## src/design/pdd_pkg.sv

```systemverilog
// Package for the planar delta image decoder: sizes, command codes, register indexes
// and the operation record passed from the front end to the back end.
// Depends on nothing; every other design file refers to it by scoped names.
package pdd_pkg;

   localparam int MAX_WIDTH   = 4096;
   localparam int RING_DEPTH  = MAX_WIDTH + 1;
   localparam int RING_AW     = $clog2(RING_DEPTH);
   localparam int DIM_W       = 13;
   localparam int INDEX_W     = 25;
   localparam int TOTAL_W     = 2 * DIM_W;
   localparam int QUEUE_DEPTH = 4;
   localparam int QPTR_W      = $clog2(QUEUE_DEPTH);

   localparam logic [DIM_W-1:0] ROW_WIDTH_RESET = 13'd1024;
   localparam logic [DIM_W-1:0] ROW_COUNT_RESET = 13'd768;

   localparam logic CSR_ROW_WIDTH = 1'b0;
   localparam logic CSR_ROW_COUNT = 1'b1;

   localparam logic [7:0] SLOT_MASK [4] = '{8'h03, 8'h0C, 8'h30, 8'hC0};

   typedef enum logic [1:0] {
      CMD_RAW  = 2'd0,
      CMD_CODE = 2'd1,
      CMD_DATA = 2'd2
   } cmd_type;

   typedef enum logic [1:0] {
      WCODE_ONE   = 2'd0,
      WCODE_TWO   = 2'd1,
      WCODE_FOUR  = 2'd2,
      WCODE_SKIP  = 2'd3
   } wcode_type;

   typedef struct packed {
      logic               is_delta;
      logic               last;
      logic [31:0]        value;
      logic [RING_AW-1:0] wr_addr;
      logic [RING_AW-1:0] up_addr;
      logic [RING_AW-1:0] ul_addr;
   } op_type;

endpackage

```

## src/design/pdd_queue.sv

```systemverilog
// Short operation queue between the front end and the back end of the decoder.
// Holds QUEUE_DEPTH operations in registers. Depends on pdd_pkg.
module pdd_queue (
   input  logic            clock,
   input  logic            reset,
   input  logic            push,
   input  pdd_pkg::op_type push_op,
   input  logic            pop,
   output logic            full,
   output logic            head_valid,
   output pdd_pkg::op_type head_op
);

   pdd_pkg::op_type            slot_ff [pdd_pkg::QUEUE_DEPTH];
   logic [pdd_pkg::QPTR_W-1:0] wr_ptr_ff, wr_ptr_in, rd_ptr_ff, rd_ptr_in;
   logic [pdd_pkg::QPTR_W:0]   count_ff, count_in;

   always_comb begin
      wr_ptr_in = push ? wr_ptr_ff + pdd_pkg::QPTR_W'(1) : wr_ptr_ff;
      rd_ptr_in = pop ? rd_ptr_ff + pdd_pkg::QPTR_W'(1) : rd_ptr_ff;
      count_in  = count_ff + (pdd_pkg::QPTR_W+1)'(push) - (pdd_pkg::QPTR_W+1)'(pop);
   end

   always_ff @(posedge clock) begin
      if (reset) begin
         wr_ptr_ff <= '0;
         rd_ptr_ff <= '0;
         count_ff  <= '0;
      end else begin
         wr_ptr_ff <= wr_ptr_in;
         rd_ptr_ff <= rd_ptr_in;
         count_ff  <= count_in;
      end
   end

   always_ff @(posedge clock) begin
      if (push) begin
         slot_ff[wr_ptr_ff] <= push_op;
      end
   end

   assign full       = count_ff == (pdd_pkg::QPTR_W+1)'(pdd_pkg::QUEUE_DEPTH);
   assign head_valid = count_ff != '0;
   assign head_op    = slot_ff[rd_ptr_ff];

`ifndef SYNTHESIS
   a_count_bound: assert property (@(posedge clock) disable iff (reset)
      count_ff <= (pdd_pkg::QPTR_W+1)'(pdd_pkg::QUEUE_DEPTH))
      else $error("queue count beyond depth");
   a_count_step: assert property (@(posedge clock) disable iff (reset)
      push && !pop |=> count_ff == $past(count_ff) + (pdd_pkg::QPTR_W+1)'(1))
      else $error("queue count did not follow a push");
`endif

endmodule

```

## config.mk

```make
export PLATFORM = sky130hd
export DESIGN_NAME = pdd_queue
export DESIGN_NICKNAME = d
export VERILOG_FILES = /design/src/design/pdd_pkg.sv /design/src/design/pdd_queue.sv
export SDC_FILE = /design/constraint.sdc
export NUM_CORES = 1
export LEC_CHECK = 0
export ABC_AREA = 1
export BUFFER_PORTS_ARGS = -buffer_cell sky130_fd_sc_hd__buf_2
export CAP_MARGIN = 20
export CORE_ASPECT_RATIO = 0.6
export CORE_MARGIN = 4
export CORE_UTILIZATION = 55
export DETAILED_ROUTE_END_ITERATION = 10
export PLACE_DENSITY = 0.76
export SLEW_MARGIN = 10
export SYNTH_ARGS = -nofsm -noshare
export SYNTH_HDL_FRONTEND = slang
export SYNTH_SLANG_ARGS = --single-unit
```

## constraint.sdc

```tcl
create_clock -name clock -period 3.2 [get_ports clock]
set_input_delay 0.32 -clock clock [delete_from_list [all_inputs] [get_ports clock]]
set_output_delay 0.32 -clock clock [all_outputs]
set_load 0.005 [all_outputs]
```

==> results.md <==
- R2r setup slk: 1.23 ns
- Max-cap violations: 0
- Vias per inst: 5.09
- Worst reg2reg path depth: 5
- Slew @ Worst Pin: 1.09 ns
- Dpl hpwl: 13700 um
- Final hold vios: 0
- Setup TNS: 0 ns
- Die area: 0.0241 mm2
- Clock power share: 36.0%
- Hold crit path type: input pin to flip-flop
- Max-slew headroom: 27.0%
- Internal Power: 0.00651 W
- Largest net degree at the start of global routing: 96
- RSZ-0062 raised after global routing: false
- Fin cells: 1382
- WL per Instance: 16.4 um
- Tot GR Track Use: 18.5%
- Ys Warns: 0
- Final Max Slew Viols: 0
- Sequential fraction of the synthesis area: 75.4%
- VDD IR max: 0.557 mV
- Drt first pass iters: 5
- Combinational power share: 9.4%
- Global-route wire length before repair: 35200 um
- Avg Inst Size Synth: 13.1 um2
- Total clock sinks: 301
- Final Skew: 0.0143 ns
- Period Utilization, post-route: 77.8%
- Status: finished, final reports clean
- Die width: 198 um
- Total vias in the final route: 7036
- Seq cells post-synth: 301
- Gpl congestion: 0.733
- Nets: 1165
- Clk root buf: clkbuf_16
- Total clock buffers created by CTS: 27
- Starting Density: 56.3%
- Worst hold slack: 0.0232 ns
- Core Box Area: 0.0211 mm2
- Worst-path clk slew: 0.06 ns
- Post_cts resized: 0
- Mapped Nets: 992
- Die span in y: 122 um
- R2R Path Start: wr_ptr_ff[1]$_SDFFE_PP0P_
- Skew-Pair Late Insertion Delay: 0.52 ns
- Area grow syn2layout: 17.9%
- P_sw: 0.00185 W
- Tmin final: 2.49 ns
- Longest Clk Path Bufs: 3
- Fill count: 1496
- Final WL: 22700 um
- CP Capture Point: head_op[16]
- Gate Count Post-Synth: 908
- PortBufs: 151
- Critical path capture point type: output pin
- Fmax: 0.401 GHz
- WP data required: 2.88 ns
- WS Path Type: flip-flop to output pin
- Io pins: 152
- Cell Count Post-Placement: 1302
- CTS H-tree depth: 1
- DRC viols: 0
- Syn Std Cell Area: 0.0119 mm2
- # setup viols final: 0
- Fraction of layout cells with a size suffix above 1: 18.5%
- Rows: 41
- Worst flop-to-flop path endpoint: slot_ff[1][21]$_DFFE_PP_
- Worst Setup Start Kind: flip-flop
- PD cells: 598 mW/mm2
- Clock tree from TritonCTS: yes
- P_leak: 5.49 nW
- Initial antenna violation count: 4
- Vias in the first global route: 6677
- Switch share: 22.1%
- DRT iter0 DRCs: 502
- Sequential power share: 54.7%
- Post-synthesis cell type count: 16
- CP arrival: 2.17 ns
- Worst-path fanout max: 95
- Detail Route Antenna Nets: 0
- GR Overflow Total: 0
-- Yosys cell counts, drive strengths merged --
cell,count,area (um2)
o21ai,77,385
edfxtp,292,8770
clkbuf,1,3.75
dfxtp,9,180
buf,47,273
nor2,3,11.3
nand2,154,578
a21oi,79,395
inv,163,612
ha,6,75.1
nand3,2,10.0
nor3,1,5.00
fa,1,20.0
o211ai,73,548
-- what timing repair did --
item / 4_1_cts / 5_1_grt
hold buffers: 28 / 1
setup endpoints to repair: 0 / 0
setup buffers: 0 / 0
hold endpoints to repair: 106 / 2
-- metrics by stage --
stage | power, W | util (%) | setup WS, ns | area [um2]
global route | 0.00874 | 66.4 | 0.524 | 14000
global placement | 0.00539 | 61.0 | 1.21 | 12900
floorplan | 0.00506 | - | 0.769 | 11900
CTS | 0.00845 | 66.3 | 0.685 | 14000
detailed placement | 0.00542 | 61.0 | 1.18 | 12900
finish | 0.00836 | 66.4 | 0.709 | 14000
-- worst max-delay path: stages (launching register included) --
cell and delay (ns):
dfxtp_4 0.73, buf_12 0.39, a21oi_1 0.13, o21ai_0 0.10
nand2_1 0.11, buf_2 0.14
-- placed cells by master (no fill, tap or decap), types with 7 or more instances in the layout --
master / count
clkinv_1: 8
dfxtp_1: 7
dlygate4sd3_1: 29
buf_2: 151
inv_1: 159
a21oi_1: 79
o21ai_0: 46
o21ai_1: 31
o211ai_1: 73
clkinv_2: 8
edfxtp_1: 292
nand2_1: 154
clkbuf_16: 27
-- cell type report --
| class | count | area (um2) | area share [%] |
|---|---|---|---|
| tap | 279 | 349 | 2.49 |
| clock buffer | 33 | 698 | 4.99 |
| antenna | 2 | 5.00 | 0.0358 |
| timing repair buffer | 192 | 1210 | 8.66 |
| sequential | 301 | 8960 | 64.0 |
| multi-input combinational | 396 | 2030 | 14.5 |
| inverter | 163 | 617 | 4.41 |
| clock inverter | 16 | 128 | 0.912 |
-- registers in the layout, indices dropped and copies added (netlist names), named ones only --
| signal | cells |
|---|---|
| slot_ff | 292 |
| count_ff | 3 |
| rd_ptr_ff | 2 |
| wr_ptr_ff | 2 |
-- worst min path at each step --
stage | start | depth (start not counted) | end | slack, ns
floorplan | reset | 1 | count_ff[0]$_SDFF_PP0_ | 0.39
global placement | rd_ptr_ff[1]$_SDFFE_PP0P_ | 2 | flip-flop | 0.45
detailed placement | rd_ptr_ff[1]$_SDFFE_PP0P_ | 2 | flip-flop | 0.45
CTS | push_op[11] | 1 | slot_ff[2][11]$_DFFE_PP_ | 0.001
global route | push_op[4] | 1 | slot_ff[3][4]$_DFFE_PP_ | 0.004
finish | push_op[4] | 1 | slot_ff[1][4]$_DFFE_PP_ | 0.02
-- power by group through the flow --
stage               sequential (W)  combinational, W  clock (W)
floorplan                  0.00463          0.000434          0
finish                     0.00457          0.000783    0.00301
global route               0.00459          0.000881    0.00327
detailed placement         0.00466          0.000762          0
global placement           0.00465          0.000742          0
CTS                        0.00457          0.000792    0.00308
-- cell families after synthesis --
logic type / count (synthesis) / synth area share [%]
flops: 301 / 75.4
simple gates: 160 / 5.09
buf+inv: 211 / 7.49
compound gates: 229 / 11.2
fa+ha+maj: 7 / 0.801
-- layer usage --
metal  part of all wire, %  vias to the layer above  wire length (um)  track usage, %
li1                      -                     3498                 -               -
met1                    47                     3284             10600            27.7
met2                    44                      214             10000            28.6
met3                   7.1                       36              1620            3.90
met4                   2.0                        4               454            4.04
met5                 0.062                        -                14               0
Note: power is estimated with default switching activity, not from simulation.
