--- src/design/pdd_pkg.sv ---
// Package for the planar delta image decoder: sizes, command codes, register indexes
// and the operation record passed from the front end to the back end.
// Depends on nothing; every other design file refers to it by scoped names.
package pdd_pkg;

   localparam int MAX_WIDTH   = 4096;
   localparam int RING_DEPTH  = MAX_WIDTH + 1;
   localparam int RING_AW     = $clog2(RING_DEPTH);
   localparam int DIM_W       = 13;
   localparam int INDEX_W     = 25;
   localparam int TOTAL_W     = 2 * DIM_W;
   localparam int QUEUE_DEPTH = 4;
   localparam int QPTR_W      = $clog2(QUEUE_DEPTH);

   localparam logic [DIM_W-1:0] ROW_WIDTH_RESET = 13'd1024;
   localparam logic [DIM_W-1:0] ROW_COUNT_RESET = 13'd768;

   localparam logic CSR_ROW_WIDTH = 1'b0;
   localparam logic CSR_ROW_COUNT = 1'b1;

   localparam logic [7:0] SLOT_MASK [4] = '{8'h03, 8'h0C, 8'h30, 8'hC0};

   typedef enum logic [1:0] {
      CMD_RAW  = 2'd0,
      CMD_CODE = 2'd1,
      CMD_DATA = 2'd2
   } cmd_type;

   typedef enum logic [1:0] {
      WCODE_ONE   = 2'd0,
      WCODE_TWO   = 2'd1,
      WCODE_FOUR  = 2'd2,
      WCODE_SKIP  = 2'd3
   } wcode_type;

   typedef struct packed {
      logic               is_delta;
      logic               last;
      logic [31:0]        value;
      logic [RING_AW-1:0] wr_addr;
      logic [RING_AW-1:0] up_addr;
      logic [RING_AW-1:0] ul_addr;
   } op_type;

endpackage

--- src/design/pdd_front.sv ---
// Front end of the planar delta image decoder: size registers, request classification,
// byte gathering and pixel bookkeeping. Produces one operation per decoded pixel.
// Depends on pdd_pkg.
module pdd_front (
   input  logic                      clock,
   input  logic                      reset,
   input  logic                      req_valid,
   output logic                      req_stall,
   input  logic [1:0]                req_cmd,
   input  logic signed [31:0]        req_item_value,
   input  logic                      csr_wr_en,
   input  logic                      csr_index,
   input  logic [pdd_pkg::DIM_W-1:0] csr_data,
   input  logic                      q_full,
   output logic                      q_push,
   output pdd_pkg::op_type           q_op
);

   logic [pdd_pkg::DIM_W-1:0]   row_width_ff, row_count_ff;
   logic [7:0]                  code_byte_ff, code_byte_in;
   logic [1:0]                  code_slot_ff, code_slot_in;
   logic [31:0]                 byte_accum_ff, byte_accum_in;
   logic [2:0]                  gathered_ff, gathered_in;
   logic [pdd_pkg::INDEX_W-1:0] pixel_index_ff, pixel_index_in;
   logic [pdd_pkg::RING_AW-1:0] wptr_ff, wptr_in;

   logic [pdd_pkg::DIM_W-1:0]   eff_w, eff_rows;
   logic [pdd_pkg::TOTAL_W-1:0] total, next_count;
   logic                        raw_phase, is_last, accept, emit;
   logic [1:0]                  wcode;
   logic [3:0]                  slot_len, gathered_next;
   logic [31:0]                 accum_next, diff;
   logic [pdd_pkg::RING_AW:0]   up_diff;
   logic [pdd_pkg::RING_AW-1:0] up_addr;

   always_ff @(posedge clock) begin
      if (reset) begin
         row_width_ff <= pdd_pkg::ROW_WIDTH_RESET;
         row_count_ff <= pdd_pkg::ROW_COUNT_RESET;
      end else if (csr_wr_en) begin
         if (csr_index == pdd_pkg::CSR_ROW_WIDTH) begin
            row_width_ff <= csr_data;
         end else begin
            row_count_ff <= csr_data;
         end
      end
   end

   always_comb begin
      if (row_width_ff == '0) begin
         eff_w = pdd_pkg::DIM_W'(1);
      end else if (row_width_ff > pdd_pkg::DIM_W'(pdd_pkg::MAX_WIDTH)) begin
         eff_w = pdd_pkg::DIM_W'(pdd_pkg::MAX_WIDTH);
      end else begin
         eff_w = row_width_ff;
      end
      eff_rows   = (row_count_ff == '0) ? pdd_pkg::DIM_W'(1) : row_count_ff;
      total      = pdd_pkg::TOTAL_W'(eff_w) * pdd_pkg::TOTAL_W'(eff_rows);
      next_count = pdd_pkg::TOTAL_W'(pixel_index_ff) + pdd_pkg::TOTAL_W'(1);
      is_last    = next_count >= total;
      raw_phase  = pdd_pkg::TOTAL_W'(pixel_index_ff)
                   < (pdd_pkg::TOTAL_W'(eff_w) + pdd_pkg::TOTAL_W'(1));
   end

   // The line store is a ring of MAX_WIDTH+1 entries; up sits eff_w (row width clamped) entries back.
   always_comb begin
      up_diff = {1'b0, wptr_ff} - (pdd_pkg::RING_AW+1)'(eff_w);
      if (up_diff[pdd_pkg::RING_AW]) begin
         up_addr = pdd_pkg::RING_AW'(up_diff + (pdd_pkg::RING_AW+1)'(pdd_pkg::RING_DEPTH));
      end else begin
         up_addr = up_diff[pdd_pkg::RING_AW-1:0];
      end
   end

   always_comb begin
      wcode = 2'((code_byte_ff & pdd_pkg::SLOT_MASK[code_slot_ff]) >> {code_slot_ff, 1'b0});
      case (wcode)
         pdd_pkg::WCODE_ONE:  slot_len = 4'd1;
         pdd_pkg::WCODE_TWO:  slot_len = 4'd2;
         pdd_pkg::WCODE_FOUR: slot_len = 4'd4;
         default:             slot_len = 4'd8;
      endcase
      gathered_next = {1'b0, gathered_ff} + 4'd1;
      if (!gathered_ff[2]) begin
         accum_next = byte_accum_ff
                      | (32'(req_item_value[7:0]) << {gathered_ff[1:0], 3'b000});
      end else begin
         accum_next = byte_accum_ff;
      end
      case (wcode)
         pdd_pkg::WCODE_ONE:  diff = {{24{accum_next[7]}}, accum_next[7:0]};
         pdd_pkg::WCODE_TWO:  diff = {{16{accum_next[15]}}, accum_next[15:0]};
         pdd_pkg::WCODE_FOUR: diff = accum_next;
         default:             diff = '0;
      endcase
   end

   always_comb begin
      accept         = req_valid && !q_full;
      emit           = 1'b0;
      code_byte_in   = code_byte_ff;
      code_slot_in   = code_slot_ff;
      byte_accum_in  = byte_accum_ff;
      gathered_in    = gathered_ff;
      pixel_index_in = pixel_index_ff;
      wptr_in        = wptr_ff;
      q_op           = '0;
      q_op.last      = is_last;
      q_op.wr_addr   = wptr_ff;
      q_op.up_addr   = up_addr;
      q_op.ul_addr   = (up_addr == '0) ? pdd_pkg::RING_AW'(pdd_pkg::RING_DEPTH - 1)
                                       : up_addr - pdd_pkg::RING_AW'(1);
      if (accept) begin
         case (req_cmd)
            pdd_pkg::CMD_RAW: begin
               if (raw_phase) begin
                  emit        = 1'b1;
                  q_op.value  = req_item_value;
               end
            end
            pdd_pkg::CMD_CODE: begin
               code_byte_in  = req_item_value[7:0];
               code_slot_in  = '0;
               byte_accum_in = '0;
               gathered_in   = '0;
            end
            pdd_pkg::CMD_DATA: begin
               if (!raw_phase) begin
                  if (gathered_next >= slot_len) begin
                     emit          = 1'b1;
                     q_op.is_delta = 1'b1;
                     q_op.value    = diff;
                     code_slot_in  = code_slot_ff + 2'd1;
                     byte_accum_in = '0;
                     gathered_in   = '0;
                  end else begin
                     byte_accum_in = accum_next;
                     gathered_in   = gathered_next[2:0];
                  end
               end
            end
            default: begin
            end
         endcase
      end
      if (emit) begin
         if (is_last) begin
            pixel_index_in = '0;
            wptr_in        = '0;
            code_slot_in   = '0;
            byte_accum_in  = '0;
            gathered_in    = '0;
         end else begin
            pixel_index_in = pixel_index_ff + pdd_pkg::INDEX_W'(1);
            wptr_in        = (wptr_ff == pdd_pkg::RING_AW'(pdd_pkg::RING_DEPTH - 1))
                             ? '0 : wptr_ff + pdd_pkg::RING_AW'(1);
         end
      end
   end

   always_ff @(posedge clock) begin
      if (reset) begin
         code_byte_ff   <= '0;
         code_slot_ff   <= '0;
         byte_accum_ff  <= '0;
         gathered_ff    <= '0;
         pixel_index_ff <= '0;
         wptr_ff        <= '0;
      end else begin
         code_byte_ff   <= code_byte_in;
         code_slot_ff   <= code_slot_in;
         byte_accum_ff  <= byte_accum_in;
         gathered_ff    <= gathered_in;
         pixel_index_ff <= pixel_index_in;
         wptr_ff        <= wptr_in;
      end
   end

   assign req_stall = q_full;
   assign q_push    = emit;

endmodule

--- config.mk ---
export PLATFORM = sky130hd
export DESIGN_NAME = pdd_front
export DESIGN_NICKNAME = d
export VERILOG_FILES = /design/src/design/pdd_pkg.sv /design/src/design/pdd_front.sv
export SDC_FILE = /design/constraint.sdc
export NUM_CORES = 1
export LEC_CHECK = 0
export BUFFER_PORTS_ARGS = -buffer_cell sky130_fd_sc_hd__buf_4
export CORE_ASPECT_RATIO = 1.75
export CORE_MARGIN = 2
export CORE_UTILIZATION = 45
export CTS_BUF_LIST = sky130_fd_sc_hd__clkbuf_8
export CTS_CLUSTER_DIAMETER = 30
export DETAILED_ROUTE_END_ITERATION = 7
export SYNTH_ARGS = -nofsm -noshare
export SYNTH_HDL_FRONTEND = slang
export SYNTH_SLANG_ARGS = --single-unit
--- constraint.sdc ---
create_clock -name clock -period 9.4 [get_ports clock]
set_input_delay 0.94 -clock clock [delete_from_list [all_inputs] [get_ports clock]]
set_output_delay 0.94 -clock clock [all_outputs]
set_load 0.03 [all_outputs]
==> run metrics <==
status=finished clean; GRT Total Usage=24.81%; Worst path max stage delay=0.54 ns; I/O pin count=128; total gr overflow=0; relative slew slack=18.59%; Post-synth EDFFs=0; Pre-antenna DRT Iters=6; vias in the first global route=12,520; Layout Area Growth over Synthesis=11.39%; root buffer cell=clkbuf_8; Num CTS Buffers=9; CP Capture Type=output port; Core ar.=30,630 µm²; CP Class=register to output port; leakage=7.192 nW; vias=12,300; H-tree depth=3; share of cells above drive strength 1=12.28%; Tcrit/Tclk final=96.06%; final net count=2,152; Die Width=136.8 µm; final WL=38,570 µm; Port Buf Inserts=127; first-pass GRT wire length=63,620 µm; fmax=0.1107 GHz; Synth top area share=17.44%; Synth top cells by count=212 x nand2_1, 182 x inv_1, 153 x nor2_1; # DRC=0; count of final setup violators=0; largest cells by area after synthesis=fa_1 17%, dfxtp_1 16%, ha_1 13%; design area=15,470 µm²; starting density of the core=45.35%; GPL Wtd Cong=0.8817; CP arrival=8.09 ns; Worst Path Max Fanout=15; total power draw=1.415 mW; reg2reg start=row_width_ff[6]$_SDFFE_PP0P_; mapped cell area=13,890 µm²; Hold Slack=0.4664 ns; #FFs+latches synth=109; share of synthesized registers carrying an async set or reset=0%; Worst EP required=8.46 ns; Max Root-Sink Buffers=2; Die Height=236.4 µm; pwr/cell area=91.43 nW/µm²; mean post-synth cell area=7.879 µm²; setup ws final=0.3703 ns; Net Count, Synth=2,079; Hold Crit Start=code_byte_ff[1]$_SDFFE_PP0P_; Synth Flop Type=dfxtp_1; DP Area=15,160 µm²; Distinct cells, synth=80; crit path from=row_width_ff[6]$_SDFFE_PP0P_; largest net degree at the start of global routing=63; cell taking the most area after synthesis=fa_1; count of pins over their slew limit=0; DR vias/cell=5.512; Hold Buf Count CTS=0; pre-CTS setup slack=0.1996 ns; Final Hold Viols=0; Multi-input gate area=10,700 µm²; number of diodes=0; CP max-delay cell=fa_1; Reg area=2187 µm²; clk slew on worst S/H paths=0.12 ns; Synthesis Warnings=0; wire per inst=17.28 µm; Hold Path Class=register to register; post-route ant nets=0; CTS tree=yes; initial antenna violation count=0; Post-Syn Instances=1,763; Clk Latency, worst-skew pair=0.44 ns; critical path startpoint category=register; min Tclk post-route=9.030 ns; Clock Sinks=109; count leader, synth=nand2_1; Max Cap Viol=0; Final HPWL DP=30,720 µm; # rows=85; peak supply drop=0.1242 mV; Worst Skew=0.01464 ns; DRT iter0 DRCs=500; sequential element share of the synthesized area=15.71%; Filler Cell Count=3,055; die area=32,340 µm²; Worst Tran Pin Value=1.221 ns
[final cells by class]
class | count | share of cell area [%]
multi-input cells | 1377 | 69.15
flip-flops and latches | 109 | 14.14
repair buffers | 156 | 7.674
inverters | 183 | 4.456
well taps | 391 | 3.162
clock buffers | 9 | 0.8006
clock inverters | 7 | 0.6227
[path summary, 6_finish.rpt]
| check | cells past startpoint | end | slack [ns] |
|---|---|---|---|
| max | 34 | q_op[71] | 0.37 |
| min | 2 | code_byte_ff[1]$_SDFFE_PP0P_ | 0.47 |
| max reg2reg | 35 | wptr_ff[2]$_SDFFE_PP0P_ | 1.15 |
| min reg2reg | 2 | code_byte_ff[1]$_SDFFE_PP0P_ | 0.47 |
[routing by layer]
metal | part of all wire [%] | global-route usage, % | up-vias
met5 | 0 | 0 | -
met1 | 39 | 28.59 | 5933
met4 | 4.0 | 10.31 | 0
li1 | - | - | 5962
met3 | 3.5 | 2.966 | 89
met2 | 53 | 45.36 | 318
[cells in the final DEF (no fill, tap or decap), drive strengths merged, types with 3 or more instances in the layout]
master / count
nand3b: 3
o31ai: 4
and4: 4
and3: 43
nor4: 16
a22oi: 43
o21ai: 55
or2: 8
xnor2: 68
a31oi: 9
and2: 97
nand3: 41
o21a: 14
buf: 155
dfxtp: 109
a21o: 21
a21oi: 130
nand2: 212
nor2: 164
nor3b: 4
o21bai: 7
nand4: 11
clkbuf: 10
o211a: 3
o211ai: 9
nor2b: 18
a211oi: 6
or3: 7
xor2: 46
ha: 142
fa: 121
o31a: 4
nand2b: 13
inv: 187
nor3: 23
[timing repair]
action	in CTS	in global routing
gates cloned	0	1
gates resized for setup	3	16
endpoints found under the setup margin	1	1
setup buffers	1	2
pin swaps	1	4
[kinds of logic after synthesis]
kind of cell    count (synthesis)  share of synthesized area (%)
compound gates                330                          15.23
xor+xnor                      115                          7.413
fa+ha+maj                     263                          30.23
buf+inv                       277                          7.692
flops                         109                          15.71
mux                             1                        0.07206
other cells                     1                        0.02700
simple gates                  667                          23.63
[power by group]
part	internal, mW	switching (mW)
sequential	0.468	0.0199
combinational	0.229	0.362
clock	0.132	0.203
total	0.830	0.585
[through the flow]
| step | TNS (ns) | std cells | util [%] |
|---|---|---|---|
| after floorplan | 0 | 1763 | - |
| after global placement | 0 | 2212 | 49.50 |
| after detailed placement | 0 | 2212 | 49.50 |
| after CTS | 0 | 2229 | 50.29 |
| after global routing | -0.03185 | 2232 | 50.51 |
| final | 0 | 2232 | 50.51 |
[worst max-delay path, delay by kind of cell (launching register included)]
family          cells  cell delay [ns]
fa+ha+maj           7             2.92
compound gates     12             2.51
simple gates        8             1.08
buf+inv             7             0.74
flops               1             0.41
[state kept, by name, summed over array words and instances, names as in the netlist]
| register | flops |
|---|---|
| byte_accum_ff | 32 |
| code_byte_ff | 8 |
| gathered_ff | 3 |
| row_width_ff | 13 |
| pixel_index_ff | 25 |
| wptr_ff | 13 |
| row_count_ff | 13 |
| code_slot_ff | 2 |
Note: power is estimated with default switching activity, not from simulation.
